`config.mk`:
```
export PLATFORM = sky130hd
export DESIGN_NAME = trace_spur_clipper_flat
export DESIGN_NICKNAME = d
export VERILOG_FILES = /design/src/design/tsc_pkg.sv /design/src/design/tsc_if.sv /design/src/design/trace_spur_clipper.sv /design/src/design/tsc_fifo.sv /design/src/design/tsc_div.sv /design/src/design/tsc_back.sv /design/src/flat_wrapper.sv
export SDC_FILE = /design/constraint.sdc
export NUM_CORES = 2
export LEC_CHECK = 0
export BUFFER_PORTS_ARGS = -buffer_cell sky130_fd_sc_hd__buf_2
export CAP_MARGIN = 20
export CORE_MARGIN = 2
export CORE_UTILIZATION = 55
export DETAILED_ROUTE_END_ITERATION = 7
export PLACE_DENSITY = 0.72
export SETUP_SLACK_MARGIN = 0.1
export SLEW_MARGIN = 5
export SYNTH_ARGS = -nofsm -noshare
export SYNTH_HDL_FRONTEND = slang
export SYNTH_SLANG_ARGS = --single-unit
```
`constraint.sdc`:
```
create_clock -name clk -period 33.4 [get_ports clk]
set_clock_uncertainty 0.15 [all_clocks]
set_input_delay 3.34 -clock clk [delete_from_list [all_inputs] [get_ports clk]]
set_output_delay 3.34 -clock clk [all_outputs]
set_load 0.01 [all_outputs]
```
`src/design/tsc_pkg.sv`:
```
`default_nettype none
package tsc_pkg;
	localparam int MAX_COLUMNS_DEF = 1024;
	localparam int VALUE_BITS_DEF  = 19;
	localparam int WIN_DIV         = 25;
	// n / 25 == (n * 5243) >> 17 for every n up to 4096
	localparam int RECIP_MUL       = 5243;
	localparam int RECIP_SHIFT     = 17;

	localparam int CC_W  = 11;
	localparam int THR_W = 9;
	localparam int IDX_W = 10;
	localparam int ADDR_W = 3;

	localparam logic REG_COUNT  = 1'b0;
	localparam logic REG_THRESH = 1'b1;

	localparam logic [CC_W-1:0]         COUNT_RESET  = 11'd1024;
	localparam logic signed [THR_W-1:0] THRESH_RESET = 9'sd10;
endpackage
`default_nettype wire

```
`src/design/tsc_if.sv`:
```
`default_nettype none
interface tsc_in_if #(parameter int VALUE_BITS = tsc_pkg::VALUE_BITS_DEF);
	logic                         valid;
	logic                         ready;
	logic signed [VALUE_BITS-1:0] value_db;
	logic                         column_valid;
	modport source (output valid, value_db, column_valid, input ready);
	modport sink (input valid, value_db, column_valid, output ready);
endinterface

interface tsc_out_if #(parameter int VALUE_BITS = tsc_pkg::VALUE_BITS_DEF);
	logic                            valid;
	logic                            ready;
	logic [tsc_pkg::IDX_W-1:0]       column_index;
	logic signed [VALUE_BITS-1:0]    value_out;
	logic                            valid_out;
	logic                            clipped;
	logic                            last_column;
	modport source (output valid, column_index, value_out, valid_out, clipped, last_column,
		input ready);
	modport sink (input valid, column_index, value_out, valid_out, clipped, last_column,
		output ready);
endinterface
`default_nettype wire

```
`src/design/trace_spur_clipper.sv`:
```
`default_nettype none
// channel   dir  handshake          beat
// in_ch     in   valid/ready        value_db, column_valid
// out_ch    out  valid/ready        column_index, value_out, valid_out, clipped, last_column
// apb       in   psel/penable/pwrite column_count @0x0, spur_threshold_db @0x4
//
// A column's cost grows with W = count/25 (it is least when W is below 2), set by the
// single read port of the neighbour ring; a clipped column adds the time of the
// serial divider, which grows with VALUE_BITS and $clog2(MAX_COLUMNS/25+1).
// Results wait in an output register; a two-beat queue holds inputs.
// Reset clears counters and handshake state; the ring needs no clearing.
module trace_spur_clipper #(
	parameter int MAX_COLUMNS = tsc_pkg::MAX_COLUMNS_DEF,
	parameter int VALUE_BITS  = tsc_pkg::VALUE_BITS_DEF
) (
	input  wire logic                        clk,
	input  wire logic                        arst_n,
	tsc_in_if.sink                           in_ch,
	tsc_out_if.source                        out_ch,
	input  wire logic                        psel,
	input  wire logic                        penable,
	input  wire logic                        pwrite,
	input  wire logic [tsc_pkg::ADDR_W-1:0]  paddr,
	input  wire logic [31:0]                 pwdata,
	output logic [31:0]                      prdata,
	output logic                             pready
);
	logic [tsc_pkg::CC_W-1:0]         count_q;
	logic signed [tsc_pkg::THR_W-1:0] thresh_q;
	logic                             wr_en;
	logic                             restart;
	logic                             q_full;
	logic                             q_avail;
	logic                             q_pop;
	logic [VALUE_BITS:0]              q_data;

	assign pready  = 1'b1;
	assign wr_en   = psel && penable && pwrite;
	assign restart = wr_en && (paddr[2] == tsc_pkg::REG_COUNT);
	assign prdata  = (paddr[2] == tsc_pkg::REG_THRESH) ? 32'(unsigned'(thresh_q))
	                                                   : 32'(count_q);

	always_ff @(posedge clk or negedge arst_n) begin
		if (!arst_n) begin
			count_q  <= tsc_pkg::COUNT_RESET;
			thresh_q <= tsc_pkg::THRESH_RESET;
		end else if (wr_en) begin
			if (paddr[2] == tsc_pkg::REG_COUNT) begin
				count_q <= pwdata[tsc_pkg::CC_W-1:0];
			end else begin
				thresh_q <= pwdata[tsc_pkg::THR_W-1:0];
			end
		end
	end

	assign in_ch.ready = !q_full;

	tsc_fifo #(.W(VALUE_BITS + 1)) u_queue (
		.clk       (clk),
		.arst_n    (arst_n),
		.push      (in_ch.valid && !q_full),
		.push_data ({in_ch.column_valid, in_ch.value_db}),
		.full      (q_full),
		.pop       (q_pop),
		.not_empty (q_avail),
		.pop_data  (q_data)
	);

	tsc_back #(.MAX_COLUMNS(MAX_COLUMNS), .VALUE_BITS(VALUE_BITS)) u_back (
		.clk          (clk),
		.arst_n       (arst_n),
		.item_avail   (q_avail),
		.item_data    (q_data),
		.item_pop     (q_pop),
		.column_count (count_q),
		.threshold    (thresh_q),
		.restart      (restart),
		.out_ch       (out_ch)
	);
endmodule
`default_nettype wire

```
`src/design/tsc_fifo.sv`:
```
`default_nettype none
module tsc_fifo #(
	parameter int W = 20
) (
	input  wire logic         clk,
	input  wire logic         arst_n,
	input  wire logic         push,
	input  wire logic [W-1:0] push_data,
	output logic              full,
	input  wire logic         pop,
	output logic              not_empty,
	output logic [W-1:0]      pop_data
);
	logic [W-1:0] mem_q [2];
	logic         wr_ptr_q;
	logic         rd_ptr_q;
	logic [1:0]   count_q;

	assign full      = (count_q == 2'd2);
	assign not_empty = (count_q != 2'd0);
	assign pop_data  = mem_q[rd_ptr_q];

	always_ff @(posedge clk) begin
		if (push) begin
			mem_q[wr_ptr_q] <= push_data;
		end
	end

	always_ff @(posedge clk or negedge arst_n) begin
		if (!arst_n) begin
			wr_ptr_q <= 1'b0;
			rd_ptr_q <= 1'b0;
			count_q  <= 2'd0;
		end else begin
			if (push) wr_ptr_q <= ~wr_ptr_q;
			if (pop) rd_ptr_q <= ~rd_ptr_q;
			count_q <= count_q + 2'(push) - 2'(pop);
		end
	end
endmodule
`default_nettype wire

```
`src/design/tsc_div.sv`:
```
`default_nettype none
module tsc_div #(
	parameter int NW = 26,
	parameter int DW = 7
) (
	input  wire logic          clk,
	input  wire logic          arst_n,
	input  wire logic          start,
	input  wire logic [NW-1:0] dividend,
	input  wire logic [DW-1:0] divisor,
	output logic               done,
	output logic [NW-1:0]      quotient
);
	localparam int CW = $clog2(NW + 1);

	logic [DW:0]   rem_q;
	logic [NW-1:0] quo_q;
	logic [DW-1:0] dsr_q;
	logic [CW-1:0] step_q;
	logic          busy_q;
	logic          done_q;
	logic [DW:0]   rem_sh;
	logic          take;

	assign rem_sh   = {rem_q[DW-1:0], quo_q[NW-1]};
	assign take     = (rem_sh >= {1'b0, dsr_q});
	assign done     = done_q;
	assign quotient = quo_q;

	always_ff @(posedge clk) begin
		if (start) begin
			rem_q <= '0;
			quo_q <= dividend;
			dsr_q <= divisor;
		end else if (busy_q) begin
			rem_q <= take ? rem_sh - {1'b0, dsr_q} : rem_sh;
			quo_q <= {quo_q[NW-2:0], take};
		end
	end

	always_ff @(posedge clk or negedge arst_n) begin
		if (!arst_n) begin
			busy_q <= 1'b0;
			done_q <= 1'b0;
			step_q <= '0;
		end else begin
			done_q <= 1'b0;
			if (start) begin
				busy_q <= 1'b1;
				step_q <= '0;
			end else if (busy_q) begin
				step_q <= step_q + 1'b1;
				if (step_q == CW'(NW - 1)) begin
					busy_q <= 1'b0;
					done_q <= 1'b1;
				end
			end
		end
	end
endmodule
`default_nettype wire

```
`src/design/tsc_back.sv`:
```
`default_nettype none
module tsc_back #(
	parameter int MAX_COLUMNS = tsc_pkg::MAX_COLUMNS_DEF,
	parameter int VALUE_BITS  = tsc_pkg::VALUE_BITS_DEF
) (
	input  wire logic                            clk,
	input  wire logic                            arst_n,
	input  wire logic                            item_avail,
	input  wire logic [VALUE_BITS:0]             item_data,
	output logic                                 item_pop,
	input  wire logic [tsc_pkg::CC_W-1:0]        column_count,
	input  wire logic signed [tsc_pkg::THR_W-1:0] threshold,
	input  wire logic                            restart,
	tsc_out_if.source                            out_ch
);
	localparam int WMAX  = MAX_COLUMNS / tsc_pkg::WIN_DIV;
	localparam int DEPTH = 2 * WMAX;
	localparam int AW    = (DEPTH > 1) ? $clog2(DEPTH) : 1;
	localparam int CNTW  = $clog2(MAX_COLUMNS + 1);
	localparam int WW    = $clog2(WMAX + 1);
	localparam int CW    = WW + 1;
	localparam int SW    = VALUE_BITS + CW;
	localparam int DFW   = VALUE_BITS + 10;

	localparam logic [3:0] S_IDLE  = 4'd0;
	localparam logic [3:0] S_CHECK = 4'd1;
	localparam logic [3:0] S_CTR   = 4'd2;
	localparam logic [3:0] S_LEFT  = 4'd3;
	localparam logic [3:0] S_RIGHT = 4'd4;
	localparam logic [3:0] S_LAST  = 4'd5;
	localparam logic [3:0] S_EVAL  = 4'd6;
	localparam logic [3:0] S_DIV   = 4'd7;
	localparam logic [3:0] S_OUT   = 4'd8;

	localparam logic [1:0] TAG_NONE = 2'd0;
	localparam logic [1:0] TAG_CTR  = 2'd1;
	localparam logic [1:0] TAG_LEFT = 2'd2;
	localparam logic [1:0] TAG_RGHT = 2'd3;

	logic [VALUE_BITS:0] ring_q [DEPTH];
	logic [VALUE_BITS:0] rd_data_s1;
	logic [1:0]          tag_s1;

	logic [3:0]      state_q;
	logic [CNTW-1:0] rcv_q;
	logic [CNTW-1:0] rsv_q;
	logic [AW-1:0]   wslot_q;
	logic [AW-1:0]   rslot_q;
	logic [WW-1:0]   j_q;

	logic signed [VALUE_BITS-1:0] v_q;
	logic                         cv_q;
	logic signed [VALUE_BITS-1:0] lmin_q;
	logic signed [VALUE_BITS-1:0] rmin_q;
	logic                         lhas_q;
	logic                         rhas_q;
	logic signed [SW-1:0]         sum_q;
	logic [CW-1:0]                cnt_q;
	logic                         neg_q;
	logic                         clip_q;

	logic                         ov_q;
	logic [tsc_pkg::IDX_W-1:0]    o_idx_q;
	logic signed [VALUE_BITS-1:0] o_val_q;
	logic                         o_vld_q;
	logic                         o_clip_q;
	logic                         o_last_q;

	logic [CNTW-1:0] n;
	logic [31:0]     wprod;
	logic [WW-1:0]   w;
	logic [CNTW:0]   need;
	logic            can_resolve;
	logic [AW-1:0]   off_l;
	logic [AW-1:0]   off_r;
	logic [AW:0]     slot_l;
	logic [AW:0]     slot_r;
	logic [CNTW-1:0] rem_r;

	logic                ring_we;
	logic [AW-1:0]       ring_wa;
	logic [VALUE_BITS:0] ring_wd;
	logic [AW-1:0]       ring_ra;
	logic [1:0]          rd_tag;

	logic                         dv;
	logic signed [VALUE_BITS-1:0] dx;
	logic signed [DFW-1:0]        thr_ext;
	logic signed [DFW-1:0]        dl;
	logic signed [DFW-1:0]        dr;
	logic                         clip_now;
	logic                         div_start;
	logic                         div_done;
	logic [SW-1:0]                div_q;
	logic [SW-1:0]                abs_sum;
	logic [SW-1:0]                res;
	logic                         out_free;

	always_comb begin
		if (column_count == '0) begin
			n = CNTW'(1);
		end else if (32'(column_count) > 32'(MAX_COLUMNS)) begin
			n = CNTW'(MAX_COLUMNS);
		end else begin
			n = CNTW'(column_count);
		end
	end

	assign wprod = 32'(n) * 32'(tsc_pkg::RECIP_MUL);
	assign w     = wprod[tsc_pkg::RECIP_SHIFT +: WW];

	always_comb begin
		need = {1'b0, rsv_q} + ((w != '0) ? (CNTW+1)'(w) - 1'b1 : '0);
		if (need > {1'b0, n - 1'b1}) need = {1'b0, n - 1'b1};
	end
	assign can_resolve = (rsv_q < rcv_q) && ({1'b0, rcv_q} > need);

	// clamped neighbours: offset is min(j, c) to the left, min(j, n-1-c) to the right
	assign rem_r = n - 1'b1 - rsv_q;
	assign off_l = (CNTW'(j_q) > rsv_q) ? AW'(rsv_q) : AW'(j_q);
	assign off_r = (CNTW'(j_q) > rem_r) ? AW'(rem_r) : AW'(j_q);
	always_comb begin
		slot_l = {1'b0, rslot_q} + (AW+1)'(DEPTH) - {1'b0, off_l};
		if (slot_l >= (AW+1)'(DEPTH)) slot_l = slot_l - (AW+1)'(DEPTH);
		slot_r = {1'b0, rslot_q} + {1'b0, off_r};
		if (slot_r >= (AW+1)'(DEPTH)) slot_r = slot_r - (AW+1)'(DEPTH);
	end

	assign dv = rd_data_s1[VALUE_BITS];
	assign dx = rd_data_s1[VALUE_BITS-1:0];

	assign thr_ext  = DFW'(threshold) <<< 8;
	assign dl       = DFW'(v_q) - DFW'(lmin_q);
	assign dr       = DFW'(v_q) - DFW'(rmin_q);
	assign clip_now = cv_q && lhas_q && rhas_q && (dl >= thr_ext) && (dr >= thr_ext);
	assign abs_sum  = sum_q[SW-1] ? SW'(-sum_q) : SW'(sum_q);
	assign res      = neg_q ? SW'(-div_q) : div_q;
	assign div_start = (state_q == S_EVAL) && clip_now;
	assign out_free = !ov_q || out_ch.ready;
	assign item_pop = (state_q == S_IDLE) && item_avail;

	always_comb begin
		ring_we = 1'b0;
		ring_wa = wslot_q;
		ring_wd = item_data;
		ring_ra = rslot_q;
		rd_tag  = TAG_NONE;
		unique case (state_q)
			S_IDLE: ring_we = item_avail;
			S_CTR: rd_tag = TAG_CTR;
			S_LEFT: begin
				ring_ra = slot_l[AW-1:0];
				rd_tag  = TAG_LEFT;
			end
			S_RIGHT: begin
				ring_ra = slot_r[AW-1:0];
				rd_tag  = TAG_RGHT;
			end
			S_DIV: begin
				ring_we = div_done;
				ring_wa = rslot_q;
				ring_wd = {1'b1, res[VALUE_BITS-1:0]};
			end
			default: ;
		endcase
	end

	always_ff @(posedge clk) begin
		if (ring_we) ring_q[ring_wa] <= ring_wd;
		rd_data_s1 <= ring_q[ring_ra];
	end

	tsc_div #(.NW(SW), .DW(CW)) u_div (
		.clk      (clk),
		.arst_n   (arst_n),
		.start    (div_start),
		.dividend (abs_sum),
		.divisor  (cnt_q),
		.done     (div_done),
		.quotient (div_q)
	);

	// datapath: fold each neighbour read the cycle after it is issued
	always_ff @(posedge clk) begin
		if (state_q == S_CTR) begin
			sum_q  <= '0;
			cnt_q  <= '0;
			lhas_q <= 1'b0;
			rhas_q <= 1'b0;
		end
		case (tag_s1)
			TAG_CTR: begin
				v_q  <= dx;
				cv_q <= dv;
			end
			TAG_LEFT: if (dv) begin
				sum_q <= sum_q + SW'(dx);
				cnt_q <= cnt_q + 1'b1;
				if (!lhas_q || dx < lmin_q) lmin_q <= dx;
				lhas_q <= 1'b1;
			end
			TAG_RGHT: if (dv) begin
				sum_q <= sum_q + SW'(dx);
				cnt_q <= cnt_q + 1'b1;
				if (!rhas_q || dx < rmin_q) rmin_q <= dx;
				rhas_q <= 1'b1;
			end
			default: ;
		endcase
		if (state_q == S_EVAL) begin
			neg_q  <= sum_q[SW-1];
			clip_q <= 1'b0;
		end
		if (state_q == S_DIV && div_done) begin
			v_q    <= res[VALUE_BITS-1:0];
			clip_q <= 1'b1;
		end
		if (state_q == S_OUT && out_free) begin
			o_idx_q  <= tsc_pkg::IDX_W'(rsv_q);
			o_val_q  <= v_q;
			o_vld_q  <= cv_q;
			o_clip_q <= clip_q;
			o_last_q <= (rsv_q == n - 1'b1);
		end
	end

	always_ff @(posedge clk or negedge arst_n) begin
		if (!arst_n) begin
			state_q <= S_IDLE;
			tag_s1  <= TAG_NONE;
			rcv_q   <= '0;
			rsv_q   <= '0;
			wslot_q <= '0;
			rslot_q <= '0;
			j_q     <= '0;
			ov_q    <= 1'b0;
		end else begin
			tag_s1 <= rd_tag;
			if (ov_q && out_ch.ready) ov_q <= 1'b0;
			unique case (state_q)
				S_IDLE: if (item_avail) begin
					rcv_q   <= rcv_q + 1'b1;
					wslot_q <= (wslot_q == AW'(DEPTH - 1)) ? '0 : wslot_q + 1'b1;
					state_q <= S_CHECK;
				end
				S_CHECK: begin
					if (can_resolve) begin
						j_q     <= WW'(1);
						state_q <= S_CTR;
					end else begin
						if (rsv_q >= n) begin
							rcv_q   <= '0;
							rsv_q   <= '0;
							wslot_q <= '0;
							rslot_q <= '0;
						end
						state_q <= S_IDLE;
					end
				end
				S_CTR: state_q <= (w > WW'(1)) ? S_LEFT : S_LAST;
				S_LEFT: state_q <= S_RIGHT;
				S_RIGHT: begin
					if ((CW'(j_q) + 1'b1) < CW'(w)) begin
						j_q     <= j_q + 1'b1;
						state_q <= S_LEFT;
					end else begin
						state_q <= S_LAST;
					end
				end
				S_LAST: state_q <= S_EVAL;
				S_EVAL: state_q <= clip_now ? S_DIV : S_OUT;
				S_DIV: if (div_done) state_q <= S_OUT;
				S_OUT: if (out_free) begin
					ov_q    <= 1'b1;
					rsv_q   <= rsv_q + 1'b1;
					rslot_q <= (rslot_q == AW'(DEPTH - 1)) ? '0 : rslot_q + 1'b1;
					state_q <= S_CHECK;
				end
				default: state_q <= S_IDLE;
			endcase
			if (restart) begin
				rcv_q   <= '0;
				rsv_q   <= '0;
				wslot_q <= '0;
				rslot_q <= '0;
			end
		end
	end

	assign out_ch.valid        = ov_q;
	assign out_ch.column_index = o_idx_q;
	assign out_ch.value_out    = o_val_q;
	assign out_ch.valid_out    = o_vld_q;
	assign out_ch.clipped      = o_clip_q;
	assign out_ch.last_column  = o_last_q;
endmodule
`default_nettype wire
```
`src/flat_wrapper.sv`:
```
// flat-port wrapper written by rule: the top's interface ports become plain ports
module trace_spur_clipper_flat 
#(
	parameter int MAX_COLUMNS = tsc_pkg::MAX_COLUMNS_DEF,
	parameter int VALUE_BITS  = tsc_pkg::VALUE_BITS_DEF
)
  (clk, arst_n, psel, penable, pwrite, paddr, pwdata, prdata, pready, in_ch_valid, in_ch_value_db, in_ch_column_valid, in_ch_ready, out_ch_valid, out_ch_column_index, out_ch_value_out, out_ch_valid_out, out_ch_clipped, out_ch_last_column, out_ch_ready);
  tsc_in_if #(.VALUE_BITS(VALUE_BITS)) in_ch_i ();
  tsc_out_if #(.VALUE_BITS(VALUE_BITS)) out_ch_i ();
  input  wire logic clk;
  input  wire logic arst_n;
  input  wire logic psel;
  input  wire logic penable;
  input  wire logic pwrite;
  input  wire logic [tsc_pkg::ADDR_W-1:0] paddr;
  input  wire logic [31:0] pwdata;
  output logic [31:0] prdata;
  output logic pready;
  input wire logic [$bits(in_ch_i.valid)-1:0] in_ch_valid;
  input wire logic [$bits(in_ch_i.value_db)-1:0] in_ch_value_db;
  input wire logic [$bits(in_ch_i.column_valid)-1:0] in_ch_column_valid;
  output wire logic [$bits(in_ch_i.ready)-1:0] in_ch_ready;
  output wire logic [$bits(out_ch_i.valid)-1:0] out_ch_valid;
  output wire logic [$bits(out_ch_i.column_index)-1:0] out_ch_column_index;
  output wire logic [$bits(out_ch_i.value_out)-1:0] out_ch_value_out;
  output wire logic [$bits(out_ch_i.valid_out)-1:0] out_ch_valid_out;
  output wire logic [$bits(out_ch_i.clipped)-1:0] out_ch_clipped;
  output wire logic [$bits(out_ch_i.last_column)-1:0] out_ch_last_column;
  input wire logic [$bits(out_ch_i.ready)-1:0] out_ch_ready;
  assign in_ch_i.valid = in_ch_valid;
  assign in_ch_i.value_db = in_ch_value_db;
  assign in_ch_i.column_valid = in_ch_column_valid;
  assign in_ch_ready = in_ch_i.ready;
  assign out_ch_valid = out_ch_i.valid;
  assign out_ch_column_index = out_ch_i.column_index;
  assign out_ch_value_out = out_ch_i.value_out;
  assign out_ch_valid_out = out_ch_i.valid_out;
  assign out_ch_clipped = out_ch_i.clipped;
  assign out_ch_last_column = out_ch_i.last_column;
  assign out_ch_i.ready = out_ch_ready;
  trace_spur_clipper #(.MAX_COLUMNS(MAX_COLUMNS), .VALUE_BITS(VALUE_BITS)) u_core (.clk(clk), .arst_n(arst_n), .in_ch(in_ch_i), .out_ch(out_ch_i), .psel(psel), .penable(penable), .pwrite(pwrite), .paddr(paddr), .pwdata(pwdata), .prdata(prdata), .pready(pready));
endmodule
```
==> results.yml <==
sta:
  fmax_ghz: 0.07634
  setup_viol: 0
  fin_crit_ps: 13100
  hold_viol_final: 0
  tightest_slew_ps: 1238
  fin_crit_sh_pct: 39.22
  slew_headroom_pct: 16.97
  maxSlewViolCount: 0
  fin_setup_tns_ps: 0
  rsz0062_at_grt: "no"
worst_setup_path:
  crit_path_max_fanout: 22
  path_common_cell: "inv_1"
  cpPeakStageDelay_ps: 660
  crit_required_ps: 33960
  startpoint: "u_core.count_q[10]"
  path_class: "flop to flop"
  end_kind: "flop"
  slowest_stage: "dfstp_2"
  r2r_start: "u_core.count_q[10]"
  cp.arrival_ps: 13660
  start_kind: "flop"
global_route:
  gr-total-overflow: 0
  antenna_found_initial: 4
  grt_use_total_pct: 27.38
  grt_max_degree: 175
  grt_pass1_vias: 56800
  grt_pass1_wl_mm: 338.1
final_layout:
  layout-drive-gt1-share_pct: 9.478
  final_core_util_pct: 61.12
  area_growth_syn_to_layout_pct: 10.68
  layout.nets: 7755
  num-fill-cells: 11830
yosys:
  synth_cells: 7269
  synthArstFlopShare_pct: 4.195
  post-synth-top-count-cell: "edfxtp_1"
  synthTopCellsByCount: "edfxtp_1, nand2_1, nand3_1, ha_1, nor2_1"
  yosys-top-cells-area: "edfxtp_1, nand2_1, ha_1"
  synth_seq_cells: 1907
  ys_types: 87
  synth-seq-area-share_pct: 64.45
  yosysWarningCount: 0
  ys.flop_type: "edfxtp_1"
  synth_top_area_share_pct: 60.71
  yosysTopAreaCell: "edfxtp_1"
  postSynthAreaPerCell_sq_um: 12.00
  synth_enable_flop_cells: 1764
  netlist_area_sq_mm: 0.08725
power:
  ir_drop_v: 0.00007885
  p_per_area_mw_per_mm2: 94.49
  p_leak_nw: 36.04
outcome:
  status: "finished clean"
placed_design:
  dp_hpwl_mm: 132.2
  portBuffers: 83
  place.gp.congestion: 0.9237
cts:
  tritoncts: "yes"
  clock-sinks: 1907
  post_cts_resized: 0
  cts_setup_buffers: 0
  cts_max_level: 4
  clk_path_buf_depth: 3
  cts_hold_buffers: 0
  clk_pin_slew_ps: 60
  cts_buffers: 186
  clk_latency_ps: 830
  cts_root_buf: "clkbuf_16"
floorplanning:
  start_util_pct: 55.22
  dieWidth_microns: 402.3
  die_h_microns: 402.3
  rows: 146
  io_pins: 129
  design.die.area_sq_mm: 0.1618
  core_sq_mm: 0.1580
detailed_routing:
  vias: 59040
  vias_per_cell: 6.187
  drc: 0
  wirelength_mm: 226.0
  drt_pass1_iterations: 8
  antenna_left: 0
  routedWlPerCell_microns: 23.68
  drt_iter0_markers: 7168
flow_run:
  maxCapViolCount: 0
min_path:
  hp-start: "u_core.u_back.clip_q"
  worstHoldPathType: "flop to flop"
==> state kept, by name (all words and copies together), names as in the netlist, 4 cells and up <==
name                               cells
u_core.u_back.rd_data_s1              20
u_core.u_back.rslot_q                  7
u_core.u_back.lmin_q                  19
u_core.u_back.state_q                  4
u_core.u_back.rcv_q                   11
u_core.u_back.ring_q                1600
u_core.u_back.wslot_q                  7
u_core.thresh_q                        9
u_core.u_back.cnt_q                    7
u_core.u_back.out_ch.column_index     10
u_core.u_back.sum_q                   26
u_core.u_back.u_div.quotient          26
u_core.u_back.rmin_q                  19
u_core.u_back.u_div.rem_q              7
u_core.u_queue.mem_q                  40
u_core.u_back.v_q                     19
u_core.u_back.out_ch.value_out        19
u_core.u_back.u_div.dsr_q              7
u_core.u_back.u_div.step_q             5
u_core.u_back.rsv_q                   11
u_core.count_q                        11
u_core.u_back.j_q                      6
==> through the flow <==
| step | power [W] | area [sq um] | hold WS [ps] | std cells | setup slack (ps) |
|---|---|---|---|---|---|
| 3_3_place_gp | 0.006913 | 90150 | 271.6 | 9165 | 19770 |
| 3_5_place_dp | 0.007025 | 90360 | 273.7 | 9178 | 20230 |
| 5_1_grt | 0.009574 | 96570 | 310.3 | 9542 | 19460 |
| 4_1_cts | 0.009072 | 96340 | 289.1 | 9522 | 20190 |
| 2_1_floorplan | 0.005703 | 87340 | 259.0 | 7292 | 22160 |
| 6_report | 0.009125 | 96580 | 288.1 | 9543 | 20300 |
==> final cells by class <==
cell class | instances | area (sq um) | area share [%]
diodes | 1 | 2.502 | 0.002591
repair buffers | 248 | 1939 | 2.008
clock buffers | 236 | 4977 | 5.154
well taps | 2072 | 2592 | 2.684
inverters | 219 | 822.0 | 0.8512
flip-flops and latches | 1907 | 56240 | 58.23
multi-input cells | 4752 | 29010 | 30.03
clock inverters | 108 | 999.7 | 1.035
==> kinds of logic (layout without fill, tap and decap cells) <==
logic type	after synthesis	count (layout)	share of synthesized area (%)
AO/OA/AOI/OAI	1139	1139	9.025
XOR/XNOR	146	146	1.466
adder cells (fa/ha/maj)	379	379	5.796
buffers and inverters	633	811	3.043
flip-flops	1907	1907	64.45
multiplexers	120	120	1.445
other	2	26	0.008607
AND/OR/NAND/NOR	2943	2943	14.76
==> critical path: cells and delay by family, from the launching register on <==
| family | cells | cell delay [ps] |
|---|---|---|
| buf+inv | 7 | 940 |
| fa+ha+maj | 10 | 3580 |
| mux | 2 | 810 |
| flops | 1 | 660 |
| compound gates | 20 | 4340 |
| xor+xnor | 1 | 180 |
| simple gates | 11 | 2290 |
==> report_power, final <==
group	total, W	switching, W	internal [W]
Sequential	0.00322	0.000146	0.00307
Combinational	0.00385	0.00269	0.00116
Clock	0.00206	0.000893	0.00116
Total	0.00913	0.00373	0.00540
==> metal layers <==
| metal | share of wire (%) | routed length [microns] | GRT usage [%] | vias up |
|---|---|---|---|---|
| met5 | 0.0058 | 13 | 0 | - |
| met4 | 4.8 | 10790 | 12.57 | 2 |
| met3 | 8.8 | 19860 | 4.817 | 519 |
| met2 | 47 | 107200 | 44.23 | 2892 |
| met1 | 39 | 88170 | 36.35 | 28830 |
| li1 | - | - | - | 26790 |
==> path summary, 6_finish.rpt <==
path	to	depth (start not counted)	slack (ps)
setup / recovery	u_core.u_back.rsv_q[7]	51	20300
hold / removal	u_core.u_back.out_ch.clipped	0	290
setup reg to reg	u_core.u_back.rsv_q[7]	51	20300
hold reg to reg	u_core.u_back.out_ch.clipped	0	290
max in group asynchronous	u_core.u_back.rslot_q[5]	2	29630
min in group asynchronous	u_core.u_back.j_q[3]	1	2380
==> cells in the final DEF, fill, tap and decap left out, drive strengths merged, types with 27 or more instances in the layout <==
cell type  synthesis  layout
edfxtp          1764    1764
nand2           1744    1744
nand3            402     402
ha               337     337
nor2             276     276
buf              184     243
clkbuf           230     241
a21oi            226     226
inv              219     225
and3             220     220
a311oi           184     184
a31oi            157     157
o21ai            153     153
nor3              91      91
a211oi            83      83
clkinv             0      80
dfrtp             77      77
xor2              76      76
mux2i             72      72
xnor2             70      70
a21o              65      65
dfxtp             63      63
mux2              48      48
o22ai             47      47
a32o              43      43
fa                42      42
o21a              38      38
nor4              36      36
nor2b             33      33
nand2b            32      32
nand4             28      28
o31ai             27      27
Power figures use the tool's default switching activity.
